**config.mk**
```make
export PLATFORM = sky130hd
export DESIGN_NAME = sync_length_checksum_deframer_flat
export DESIGN_NICKNAME = d
export VERILOG_FILES = /design/src/hw/rtl/scd_pkg.sv /design/src/hw/rtl/scd_if.sv /design/src/hw/rtl/sync_length_checksum_deframer.sv /design/src/hw/rtl/scd_parser.sv /design/src/hw/rtl/scd_out_reg.sv /design/src/flat_wrapper.sv
export SDC_FILE = /design/constraint.sdc
export NUM_CORES = 1
export LEC_CHECK = 0
export BUFFER_PORTS_ARGS = -buffer_cell sky130_fd_sc_hd__clkbuf_2
export CORE_UTILIZATION = 50
export DETAILED_ROUTE_END_ITERATION = 16
export PLACE_DENSITY = 0.69
export SLEW_MARGIN = 20
export SYNTH_ARGS = -nofsm -noshare
export SYNTH_HDL_FRONTEND = slang
export SYNTH_SLANG_ARGS = --single-unit
```
**constraint.sdc**
```tcl
create_clock -name clk -period 4.6 [get_ports clk]
set_input_delay 0.46 -clock clk [delete_from_list [all_inputs] [get_ports clk]]
set_output_delay 0.46 -clock clk [all_outputs]
set_load 0.01 [all_outputs]
```
**src/hw/rtl/scd_pkg.sv**
```systemverilog
// Shared constants and types for the sync/length/checksum deframer.
`timescale 1ns / 1ps

package scd_pkg;

	// Frame layout constants
	localparam logic [7:0] SYNC_BYTE = 8'hFF;
	localparam logic [7:0] ID_MIN = 8'h01;
	localparam logic [7:0] ID_MAX = 8'h04;

	// Payload bytes at this index or beyond are flagged as overflow
	localparam logic [15:0] MAX_PAYLOAD = 16'd128;

	// Result kinds
	localparam logic KIND_DATA = 1'b0;
	localparam logic KIND_EOF = 1'b1;

	// One result item
	typedef struct packed {
		logic        kind;
		logic [2:0]  device;
		logic [7:0]  byte_value;
		logic [15:0] byte_index;
		logic [15:0] frame_length;
		logic        frame_good;
		logic        overflow;
	} res_t;

	// Parser view of the byte it currently holds
	typedef struct packed {
		logic emit;
		res_t res;
	} parse_out_t;

endpackage

```
**src/hw/rtl/scd_if.sv**
```systemverilog
// Valid/ready channel interfaces for received bytes and parsed results.
`timescale 1ns / 1ps

interface scd_rx_if;
	logic       valid;
	logic       ready;
	logic [7:0] rx_byte;

	modport source(output valid, output rx_byte, input ready);
	modport sink(input valid, input rx_byte, output ready);
endinterface

interface scd_tx_if;
	logic        valid;
	logic        ready;
	logic        kind;
	logic [2:0]  device;
	logic [7:0]  byte_value;
	logic [15:0] byte_index;
	logic [15:0] frame_length;
	logic        frame_good;
	logic        overflow;

	modport source(output valid, output kind, output device, output byte_value,
		output byte_index, output frame_length, output frame_good, output overflow,
		input ready);
	modport sink(input valid, input kind, input device, input byte_value,
		input byte_index, input frame_length, input frame_good, input overflow,
		output ready);
endinterface

```
**src/hw/rtl/sync_length_checksum_deframer.sv**
```systemverilog
// Top level of the byte-serial frame deframer with mod-255 check byte.
`timescale 1ns / 1ps

// Takes one received byte per item and hunts for frames FF FF, id (1 to 4),
// 16-bit big-endian length, payload, check byte. Every payload byte comes out
// as a result with its index and an overflow flag (index at or past
// MAX_PAYLOAD); the check byte comes out as an end-of-frame result whose
// frame_good is set when the byte equals the 16-bit sum of id, length and
// payload modulo 255 and no byte overflowed. Header and sync bytes give no
// result. The block sustains one byte per cycle while results are taken:
// a byte is held in the input register, the parse state updates once per
// byte, and a result shows in the output register in the cycle after its
// byte is consumed. The parse state update (phase, running sum, byte count)
// sets that rate. A byte with no result moves on even while a result waits.
module sync_length_checksum_deframer (
	input  logic     clk,
	input  logic     arst_n,
	scd_rx_if.sink   rx,
	scd_tx_if.source tx
);
	import scd_pkg::*;

	logic       valid_s1;
	logic [7:0] byte_s1;
	logic       out_free;
	logic       adv;
	logic       load;
	parse_out_t po;

	// Advance a held byte when it needs no result slot or the slot frees up
	assign out_free = !tx.valid || tx.ready;
	assign adv      = valid_s1 && (!po.emit || out_free);
	assign load     = adv && po.emit;
	assign rx.ready = !valid_s1 || adv;

	// Input register
	always_ff @(posedge clk or negedge arst_n) begin
		if (!arst_n) begin
			valid_s1 <= 1'b0;
		end else if (rx.valid && rx.ready) begin
			valid_s1 <= 1'b1;
		end else if (adv) begin
			valid_s1 <= 1'b0;
		end
	end

	always_ff @(posedge clk) begin
		if (rx.valid && rx.ready) begin
			byte_s1 <= rx.rx_byte;
		end
	end

	scd_parser u_parser (
		.clk     (clk),
		.arst_n  (arst_n),
		.step    (adv),
		.rx_byte (byte_s1),
		.po      (po)
	);

	scd_out_reg u_out_reg (
		.clk    (clk),
		.arst_n (arst_n),
		.load   (load),
		.res    (po.res),
		.tx     (tx)
	);

	// A pending result is never overwritten before it is taken
	a_no_overwrite: assert property (@(posedge clk) disable iff (!arst_n)
		load |-> (!tx.valid || tx.ready))
		else $error("result register loaded while a result was pending");

	// A held byte stays put until the parser consumes it
	a_hold_s1: assert property (@(posedge clk) disable iff (!arst_n)
		(valid_s1 && !adv) |=> (valid_s1 && $stable(byte_s1)))
		else $error("stalled input byte was lost or changed");

	// A good verdict never comes with overflow
	a_good_no_ovf: assert property (@(posedge clk) disable iff (!arst_n)
		(tx.valid && tx.kind == KIND_EOF && tx.frame_good) |-> !tx.overflow)
		else $error("frame marked good despite overflow");

	// Payload results never carry a good flag
	a_data_not_good: assert property (@(posedge clk) disable iff (!arst_n)
		(tx.valid && tx.kind == KIND_DATA) |-> !tx.frame_good)
		else $error("payload result carries frame_good");

endmodule

```
**src/hw/rtl/scd_parser.sv**
```systemverilog
// Frame parser: phase state, running sum, counters and result formation.
`timescale 1ns / 1ps

module scd_parser (
	input  logic               clk,
	input  logic               arst_n,
	input  logic               step,
	input  logic [7:0]         rx_byte,
	output scd_pkg::parse_out_t po
);
	import scd_pkg::*;

	typedef enum logic [2:0] {
		PH_SYNC1 = 3'd0,
		PH_SYNC2 = 3'd1,
		PH_ID    = 3'd2,
		PH_LEN1  = 3'd3,
		PH_LEN2  = 3'd4,
		PH_DATA  = 3'd5,
		PH_CHECK = 3'd6
	} phase_t;

	phase_t      phase_q, phase_d;
	logic [15:0] sum_q, sum_d;
	logic [2:0]  dev_q, dev_d;
	logic [7:0]  len_hi_q, len_hi_d;
	logic [15:0] len_q, len_d;
	logic [15:0] count_q, count_d;
	logic        ovf_seen_q, ovf_seen_d;

	logic [15:0] sum_add;
	logic [8:0]  fold9;
	logic [7:0]  fold8;
	logic [7:0]  chk;
	logic        ovf_now;

	// Running sum plus the current byte, and the sum folded modulo 255
	assign sum_add = sum_q + {8'h00, rx_byte};
	assign fold9   = {1'b0, sum_q[15:8]} + {1'b0, sum_q[7:0]};
	assign fold8   = fold9[7:0] + {7'b0, fold9[8]};
	assign chk     = (fold8 == 8'hFF) ? 8'h00 : fold8;
	assign ovf_now = (count_q >= MAX_PAYLOAD);

	// Next state and result for the byte at hand
	always_comb begin
		phase_d    = phase_q;
		sum_d      = sum_q;
		dev_d      = dev_q;
		len_hi_d   = len_hi_q;
		len_d      = len_q;
		count_d    = count_q;
		ovf_seen_d = ovf_seen_q;

		po.emit             = (phase_q == PH_DATA) || (phase_q == PH_CHECK);
		po.res.kind         = KIND_DATA;
		po.res.device       = dev_q;
		po.res.byte_value   = rx_byte;
		po.res.byte_index   = count_q;
		po.res.frame_length = len_q;
		po.res.frame_good   = 1'b0;
		po.res.overflow     = ovf_now;

		case (phase_q)
			PH_SYNC2: begin
				phase_d = (rx_byte == SYNC_BYTE) ? PH_ID : PH_SYNC1;
			end
			PH_ID: begin
				if (rx_byte >= ID_MIN && rx_byte <= ID_MAX) begin
					dev_d   = rx_byte[2:0];
					sum_d   = sum_add;
					phase_d = PH_LEN1;
				end else begin
					phase_d = PH_SYNC1;
				end
			end
			PH_LEN1: begin
				sum_d    = sum_add;
				len_hi_d = rx_byte;
				phase_d  = PH_LEN2;
			end
			PH_LEN2: begin
				sum_d   = sum_add;
				len_d   = {len_hi_q, rx_byte};
				phase_d = PH_DATA;
			end
			PH_DATA: begin
				sum_d   = sum_add;
				count_d = count_q + 16'd1;
				if (ovf_now) begin
					ovf_seen_d = 1'b1;
				end
				// A zero length still takes one byte, as the count is tested after it
				if (count_d >= len_q) begin
					phase_d = PH_CHECK;
				end
			end
			PH_CHECK: begin
				po.res.kind       = KIND_EOF;
				po.res.byte_value = 8'h00;
				po.res.frame_good = (rx_byte == chk) && !ovf_seen_q;
				po.res.overflow   = ovf_seen_q;
				sum_d             = 16'h0000;
				phase_d           = PH_SYNC1;
			end
			default: begin
				// Hunt for the first sync byte; unused codes land here too
				if (rx_byte == SYNC_BYTE) begin
					phase_d    = PH_SYNC2;
					sum_d      = 16'h0000;
					count_d    = 16'h0000;
					ovf_seen_d = 1'b0;
				end else begin
					phase_d = PH_SYNC1;
				end
			end
		endcase
	end

	// Advance the parse state once per consumed byte
	always_ff @(posedge clk or negedge arst_n) begin
		if (!arst_n) begin
			phase_q    <= PH_SYNC1;
			sum_q      <= 16'h0000;
			dev_q      <= 3'd0;
			len_hi_q   <= 8'h00;
			len_q      <= 16'h0000;
			count_q    <= 16'h0000;
			ovf_seen_q <= 1'b0;
		end else if (step) begin
			phase_q    <= phase_d;
			sum_q      <= sum_d;
			dev_q      <= dev_d;
			len_hi_q   <= len_hi_d;
			len_q      <= len_d;
			count_q    <= count_d;
			ovf_seen_q <= ovf_seen_d;
		end
	end

endmodule

```
**src/hw/rtl/scd_out_reg.sv**
```systemverilog
// Result register that drives the output channel.
`timescale 1ns / 1ps

module scd_out_reg (
	input  logic          clk,
	input  logic          arst_n,
	input  logic          load,
	input  scd_pkg::res_t res,
	scd_tx_if.source      tx
);
	import scd_pkg::*;

	logic valid_q;
	res_t res_q;

	// Hold a result until taken; a load may replace it in the cycle it leaves
	always_ff @(posedge clk or negedge arst_n) begin
		if (!arst_n) begin
			valid_q <= 1'b0;
		end else if (load) begin
			valid_q <= 1'b1;
		end else if (tx.ready) begin
			valid_q <= 1'b0;
		end
	end

	always_ff @(posedge clk) begin
		if (load) begin
			res_q <= res;
		end
	end

	assign tx.valid        = valid_q;
	assign tx.kind         = res_q.kind;
	assign tx.device       = res_q.device;
	assign tx.byte_value   = res_q.byte_value;
	assign tx.byte_index   = res_q.byte_index;
	assign tx.frame_length = res_q.frame_length;
	assign tx.frame_good   = res_q.frame_good;
	assign tx.overflow     = res_q.overflow;

endmodule
```
**src/flat_wrapper.sv**
```systemverilog
// flat-port wrapper written by rule: the top's interface ports become plain ports
module sync_length_checksum_deframer_flat import scd_pkg::*;
  (clk, arst_n, rx_valid, rx_rx_byte, rx_ready, tx_valid, tx_kind, tx_device, tx_byte_value, tx_byte_index, tx_frame_length, tx_frame_good, tx_overflow, tx_ready);
  scd_rx_if rx_i ();
  scd_tx_if tx_i ();
  input  logic clk;
  input  logic arst_n;
  input wire logic [$bits(rx_i.valid)-1:0] rx_valid;
  input wire logic [$bits(rx_i.rx_byte)-1:0] rx_rx_byte;
  output wire logic [$bits(rx_i.ready)-1:0] rx_ready;
  output wire logic [$bits(tx_i.valid)-1:0] tx_valid;
  output wire logic [$bits(tx_i.kind)-1:0] tx_kind;
  output wire logic [$bits(tx_i.device)-1:0] tx_device;
  output wire logic [$bits(tx_i.byte_value)-1:0] tx_byte_value;
  output wire logic [$bits(tx_i.byte_index)-1:0] tx_byte_index;
  output wire logic [$bits(tx_i.frame_length)-1:0] tx_frame_length;
  output wire logic [$bits(tx_i.frame_good)-1:0] tx_frame_good;
  output wire logic [$bits(tx_i.overflow)-1:0] tx_overflow;
  input wire logic [$bits(tx_i.ready)-1:0] tx_ready;
  assign rx_i.valid = rx_valid;
  assign rx_i.rx_byte = rx_rx_byte;
  assign rx_ready = rx_i.ready;
  assign tx_valid = tx_i.valid;
  assign tx_kind = tx_i.kind;
  assign tx_device = tx_i.device;
  assign tx_byte_value = tx_i.byte_value;
  assign tx_byte_index = tx_i.byte_index;
  assign tx_frame_length = tx_i.frame_length;
  assign tx_frame_good = tx_i.frame_good;
  assign tx_overflow = tx_i.overflow;
  assign tx_i.ready = tx_ready;
  sync_length_checksum_deframer u_core (.clk(clk), .arst_n(arst_n), .rx(rx_i), .tx(tx_i));
endmodule
```
After elaboration in Yosys (flattened, before gate mapping)
Index checks and enable logic that the tools add are counted.
Widths: inputs -> output; s select.
- bits in registers: 119
- output and inout port bits: 48
- word-level logic and storage cells: 84
- input bits: 12
- add/sub/neg operators: 4
- equal/unequal tests: 12
- mux-type cells: 19
- order comparisons: 4
- reductions and logical operators: 26
- bitwise gates (word level): 2
- operators by type and width (operator ; number):
    $pmux 16 s4 ; 1
    $mux 16 ; 2
    $pmux 16 s2 ; 1
    $pmux 3 s6 ; 1
    $add 16x1->16 const B ; 1
    $add 16x8->16 ; 1
    $eq 8x8->1 const B ; 2
    $ge 16x16->1 ; 1
    $ge 16x8->1 const B ; 1
    $add 8x8->9 ; 1
    $eq 3x3->1 const B ; 3
    $mux 1 ; 9
    $add 8x1->8 ; 1
    $eq 8x8->1 ; 1
    $ge 8x1->1 const B ; 1
    $le 8x3->1 const B ; 1
    $mux 8 ; 1
    $reduce_and 4->1 ; 2
    $eq 3x2->1 const B ; 2
    $reduce_and 2->1 ; 3
    $reduce_and 3->1 ; 2
    $reduce_bool 2->1 ; 3
    $logic_and 1x1->1 ; 5
    $reduce_or 5->1 ; 1
    other kinds (11) ; 20

Longest topological paths before layout
- word-level depth: 8
- mapped depth: 16
- gate-level depth less buffers: 16

Cells and area by module
From an unflattened synthesis, not the netlist that was laid out.
- cells, all modules: 574
- area total of the unflattened synthesis: 6354.8 um2
- by module, submodules not included (module ; seq. area each (um2) ; times used ; area each (um2) ; cells an instance):
    scd_parser ; 1576.5 ; 1 ; 4614.4 ; 509
    scd_out_reg ; 1406.3 ; 1 ; 1417.6 ; 49
    sync_length_checksum_deframer ; 265.3 ; 1 ; 322.8 ; 16

Least setup slack after synthesis
No wires, ideal clock.
- kind: flip-flop to flip-flop
- start: register u_core.u_parser.sum_q[0]
- end: register u_core.u_out_reg.res_q, in the netlist u_core.u_out_reg.tx.frame_good, data pin
- period minus slack after synthesis: 3705 ps
- cell stages (with the launch flop): 16
- path slack: 895 ps
- required time: 4430 ps
- path buffers: 0
- library setup time: 170 ps
- data arrival time: 3535 ps
- cell sequence: dfrtp_1 -> ha_1 -> fa_1 -> a211o_1 -> a21oi_1 -> o21bai_1 -> a21o_1 -> ha_1 -> ha_1 -> xnor2_1 -> and3_1 -> and3_4 -> o221a_1 -> a211oi_1 -> o22ai_1 -> nor4_2
- word-level cells in the longest chain between the ends: 6
- RTL lines (item ; RTL line ; source):
    start, declared ; scd_parser.sv:24 ; logic [15:0] sum_q, sum_d;
    start signal, assigned ; scd_parser.sv:131 ; sum_q <= sum_d;
    $add 8x8->9 * ; scd_parser.sv:39 ; assign fold9 = {1'b0, sum_q[15:8]} + {1'b0, sum_q[7:0]};
    $add 8x1->8 * ; scd_parser.sv:40 ; assign fold8 = fold9[7:0] + {7'b0, fold9[8]};
    $eq 8x8->1 ; scd_parser.sv:41 ; assign chk = (fold8 == 8'hFF) ? 8'h00 : fold8;
    $mux 8 * ; scd_parser.sv:41 ;
    $eq 8x8->1 * ; scd_parser.sv:100 ; po.res.frame_good = (rx_byte == chk) && !ovf_seen_q;
    $logic_and 1x1->1 * ; scd_parser.sv:100 ;
    end signal, assigned ; scd_out_reg.sv:29 ; res_q <= res;
    end, declared ; scd_out_reg.sv:14 ; res_t res_q;
Every way passes the cells marked *; elsewhere a longest branch is shown, timed or not.
A chain may end at the register's enable or synchronous reset.

Final worst setup path
Ends and elaborated chain as after synthesis.

==> impl_metrics.yaml <==
detailed_routing:
  routed_via_density: 5.64
  route.detailed.drc: 0
  first_iter_violations: 302
  drtAntennaViolNets: 0
  vias: 4628
  drt_pass1_iterations: 5
  wl_per_cell_um: 16.3
  wl_mm: 13.3
sta:
  rsz0062_at_grt: "no"
  relSlewSlack: 0.313
  max_freq_mhz: 246
  hold_viol_final: 0
  slew_viol_final: 0
  max_slew.worst_pin.slew_ps: 1020
  period_needed_ps: 4070
  setup_viol: 0
  finalCritPeriodShare: 0.885
  fin_tns_setup_ps: 0
  finClkSkew_ps: 5.23
  whs_ps: 103
placed_design:
  routabilityCongestion: 0.865
  dpl_cell_area_mm2: 0.00677
  dp_hpwl_mm: 9.53
  dp_cells: 788
  io_buffers: 59
clocking:
  cts_resized: 0
  cts.sinks: 119
  cts_buffers: 17
  h-tree-depth: 4
  clk_latency_ps: 410
  postCtsSetupBuffers: 0
  cts_hold_buf: 0
  cts_buffer_depth: 2
  clockRootBuffer: "clkbuf_16"
  clkTransAtPathRegs_ps: 50
  cts_tree: "built"
floorplan:
  start_util: 0.519
  num_rows: 40
  dieArea_mm2: 0.0131
  design.core.area_mm2: 0.0122
  die_height_um: 114
  die_x_um: 114
  io_pins: 60
logic_synthesis:
  ys_seq_area_frac: 0.515
  synth_fp_nets: 630
  avgSynthCellArea_um2: 10.9
  synth_edf_count: 54
  yosysTopAreaCellShare: 0.258
  synth_cell_types: 74
  ys_async_sr_fraction: 0.546
  ys.flop_type: "dfrtp_1"
  synth_seq_cells: 119
  synth_area_leader_cell: "dfrtp_1"
  synth_area_mm2: 0.00631
  synthTopCellsByArea: "dfrtp_1, edfxtp_1, ha_1"
  synthCells: 580
  yosys_warnings: 0
setup_path:
  r2r_cells: 15
  r2r_slack_ps: 530
  crit_fanout: 4
  reg2reg_from: "u_core.u_parser.sum_q[0]"
  crit_top_cell: "ha_1"
  cp.arrival_ps: 4310
  cp-start-kind: "register"
  worstPathCellList: "ha_1 > fa_1 > a211o_1 > a21oi_1 > o21bai_1 > a21o_1 > ha_1 > ha_1 > xnor2_1 > and3_1 > and3_4 > o221a_1 > a211oi_1 > o22ai_1 > nor4_2"
  endpoint_kind: "register"
  critPathMaxStageDelay_ps: 420
  crit_required_ps: 4840
  regToRegEndpoint: "u_core.u_out_reg.tx.frame_good"
  critPathSlowestCell: "fa_1"
  critPathKind: "register to register"
layout:
  syn2layout_area_growth_pct: 16.5
  final_cell_area_mm2: 0.00735
  diodes: 0
  finalNonFillerCells: 820
  drive_gt1_frac: 0.193
  nNetsFinal: 690
  fill_cells: 1005
power_and_ir_drop:
  leakagePower_nw: 3.23
  power_density_mw_per_mm2: 537
  ir_worst_vdd_mv: 0.274
  power.total_mw: 3.95
global_route:
  antenna_found_initial: 0
  grt_max_degree: 42
  grt_overflow: 0
  grt_first_pass_wirelength_mm: 22.2
  track_usage: 0.224
  grt_pass1_vias: 4451
run:
  drv_cap: 0
outcome:
  status: "completed"
worst_hold_path:
  hold_class: "input port to asynchronous set/reset pin"
cells in the final DEF (no fill, tap or decap), types with 3 or more instances in the layout:
master and instances:
nand2_1 54, nor2b_1 6, clkbuf_2 59, or2_2 3, and3_1 9, nand3_1 16, and2_1 8, o41ai_1 3
xor2_1 14, o31ai_1 5, a22oi_1 3, nor3_1 8, mux2_2 10, and4_1 3, clkbuf_16 17, xnor2_1 22
o21ai_0 48, nor4_1 8, nand2b_1 4, o21a_1 5, clkinv_4 3, ha_1 36, dfrtp_1 65, edfxtp_1 54
nand4_1 5, a211oi_1 6, inv_1 29, a21oi_1 14, o21bai_1 4, o22ai_1 3, buf_4 4, a21o_1 8
a211o_1 6, nor2_1 39, clkinv_2 4, a22o_1 9
worst max-delay path: cells and delay by family (launching register included):
kind / cells / cell delay (ps)
xor+xnor: 1 / 170
flops: 1 / 400
compound gates: 7 / 1560
fa+ha+maj: 4 / 1100
simple gates: 3 / 660
routing by layer:
metal,part of all wire,global-route usage
met2,0.46,0.336
met1,0.47,0.310
met4,0.024,0.103
met3,0.039,0.0503
met5,0,0
synthesized netlist by cell type, types with 10 or more instances:
| master | instances |
|---|---|
| dfrtp_1 | 65 |
| edfxtp_1 | 54 |
| nand2_1 | 54 |
| o21ai_0 | 48 |
| nor2_1 | 40 |
| ha_1 | 36 |
| inv_1 | 29 |
| xnor2_1 | 22 |
| clkbuf_1 | 18 |
| nand3_1 | 16 |
| a21oi_1 | 14 |
| xor2_1 | 14 |
| mux2_2 | 10 |
stage by stage:
stage | utilization | setup slack [ps]
floorplan | - | 895
global placement | 0.557 | 733
detailed placement | 0.557 | 554
CTS | 0.603 | 544
global route | 0.604 | 366
finish | 0.604 | 529
worst max-delay path by stage:
stage / to / slack (ps) / start
2_1_floorplan: u_core.u_out_reg.tx.frame_good / 900 / u_core.u_parser.sum_q[0]
3_3_place_gp: u_core.u_out_reg.tx.frame_good / 730 / u_core.u_parser.sum_q[0]
3_5_place_dp: u_core.u_out_reg.tx.frame_good / 550 / u_core.u_parser.sum_q[0]
4_1_cts: u_core.u_out_reg.tx.frame_good / 540 / u_core.u_parser.sum_q[0]
5_1_grt: u_core.u_out_reg.tx.frame_good / 370 / u_core.u_parser.sum_q[0]
6_report: u_core.u_out_reg.tx.frame_good / 530 / u_core.u_parser.sum_q[0]
state kept, by name, indices dropped and copies added, names as in the netlist, 8 cells and up:
signal and cells:
u_core.u_out_reg.tx.byte_value 8, u_core.u_out_reg.tx.byte_index 16, u_core.u_parser.count_q 16, u_core.byte_s1 8
u_core.u_parser.len_hi_q 8, u_core.u_parser.len_q 16, u_core.u_out_reg.tx.frame_length 16, u_core.u_parser.sum_q 16
kinds of logic after synthesis:
group                    count (synthesis)  synth area share
AND/OR/NAND/NOR                        184             0.150
flip-flops                             119             0.515
buffers and inverters                   52            0.0327
XOR/XNOR                                37            0.0525
adder cells (fa/ha/maj)                 38            0.0777
multiplexers                            10            0.0178
AO/OA/AOI/OAI                          140             0.154
where the power goes:
group          internal (mW)  switching (mW)  total [mW]  leakage (nW)
clock network          0.764           0.459        1.22         0.272
registers               1.36           0.194        1.56          1.36
logic                  0.482           0.686        1.17          1.60
layout make-up:
class / instances / area [µm²] / share of cell area
clock inverter: 12 / 104 / 0.0141
multi-input combinational: 409 / 2880 / 0.392
clock buffer: 19 / 453 / 0.0616
sequential: 119 / 3250 / 0.442
tap: 168 / 210 / 0.0286
inverter: 29 / 109 / 0.0148
timing repair buffer: 64 / 345 / 0.0470
Power figures use the tool's default switching activity.
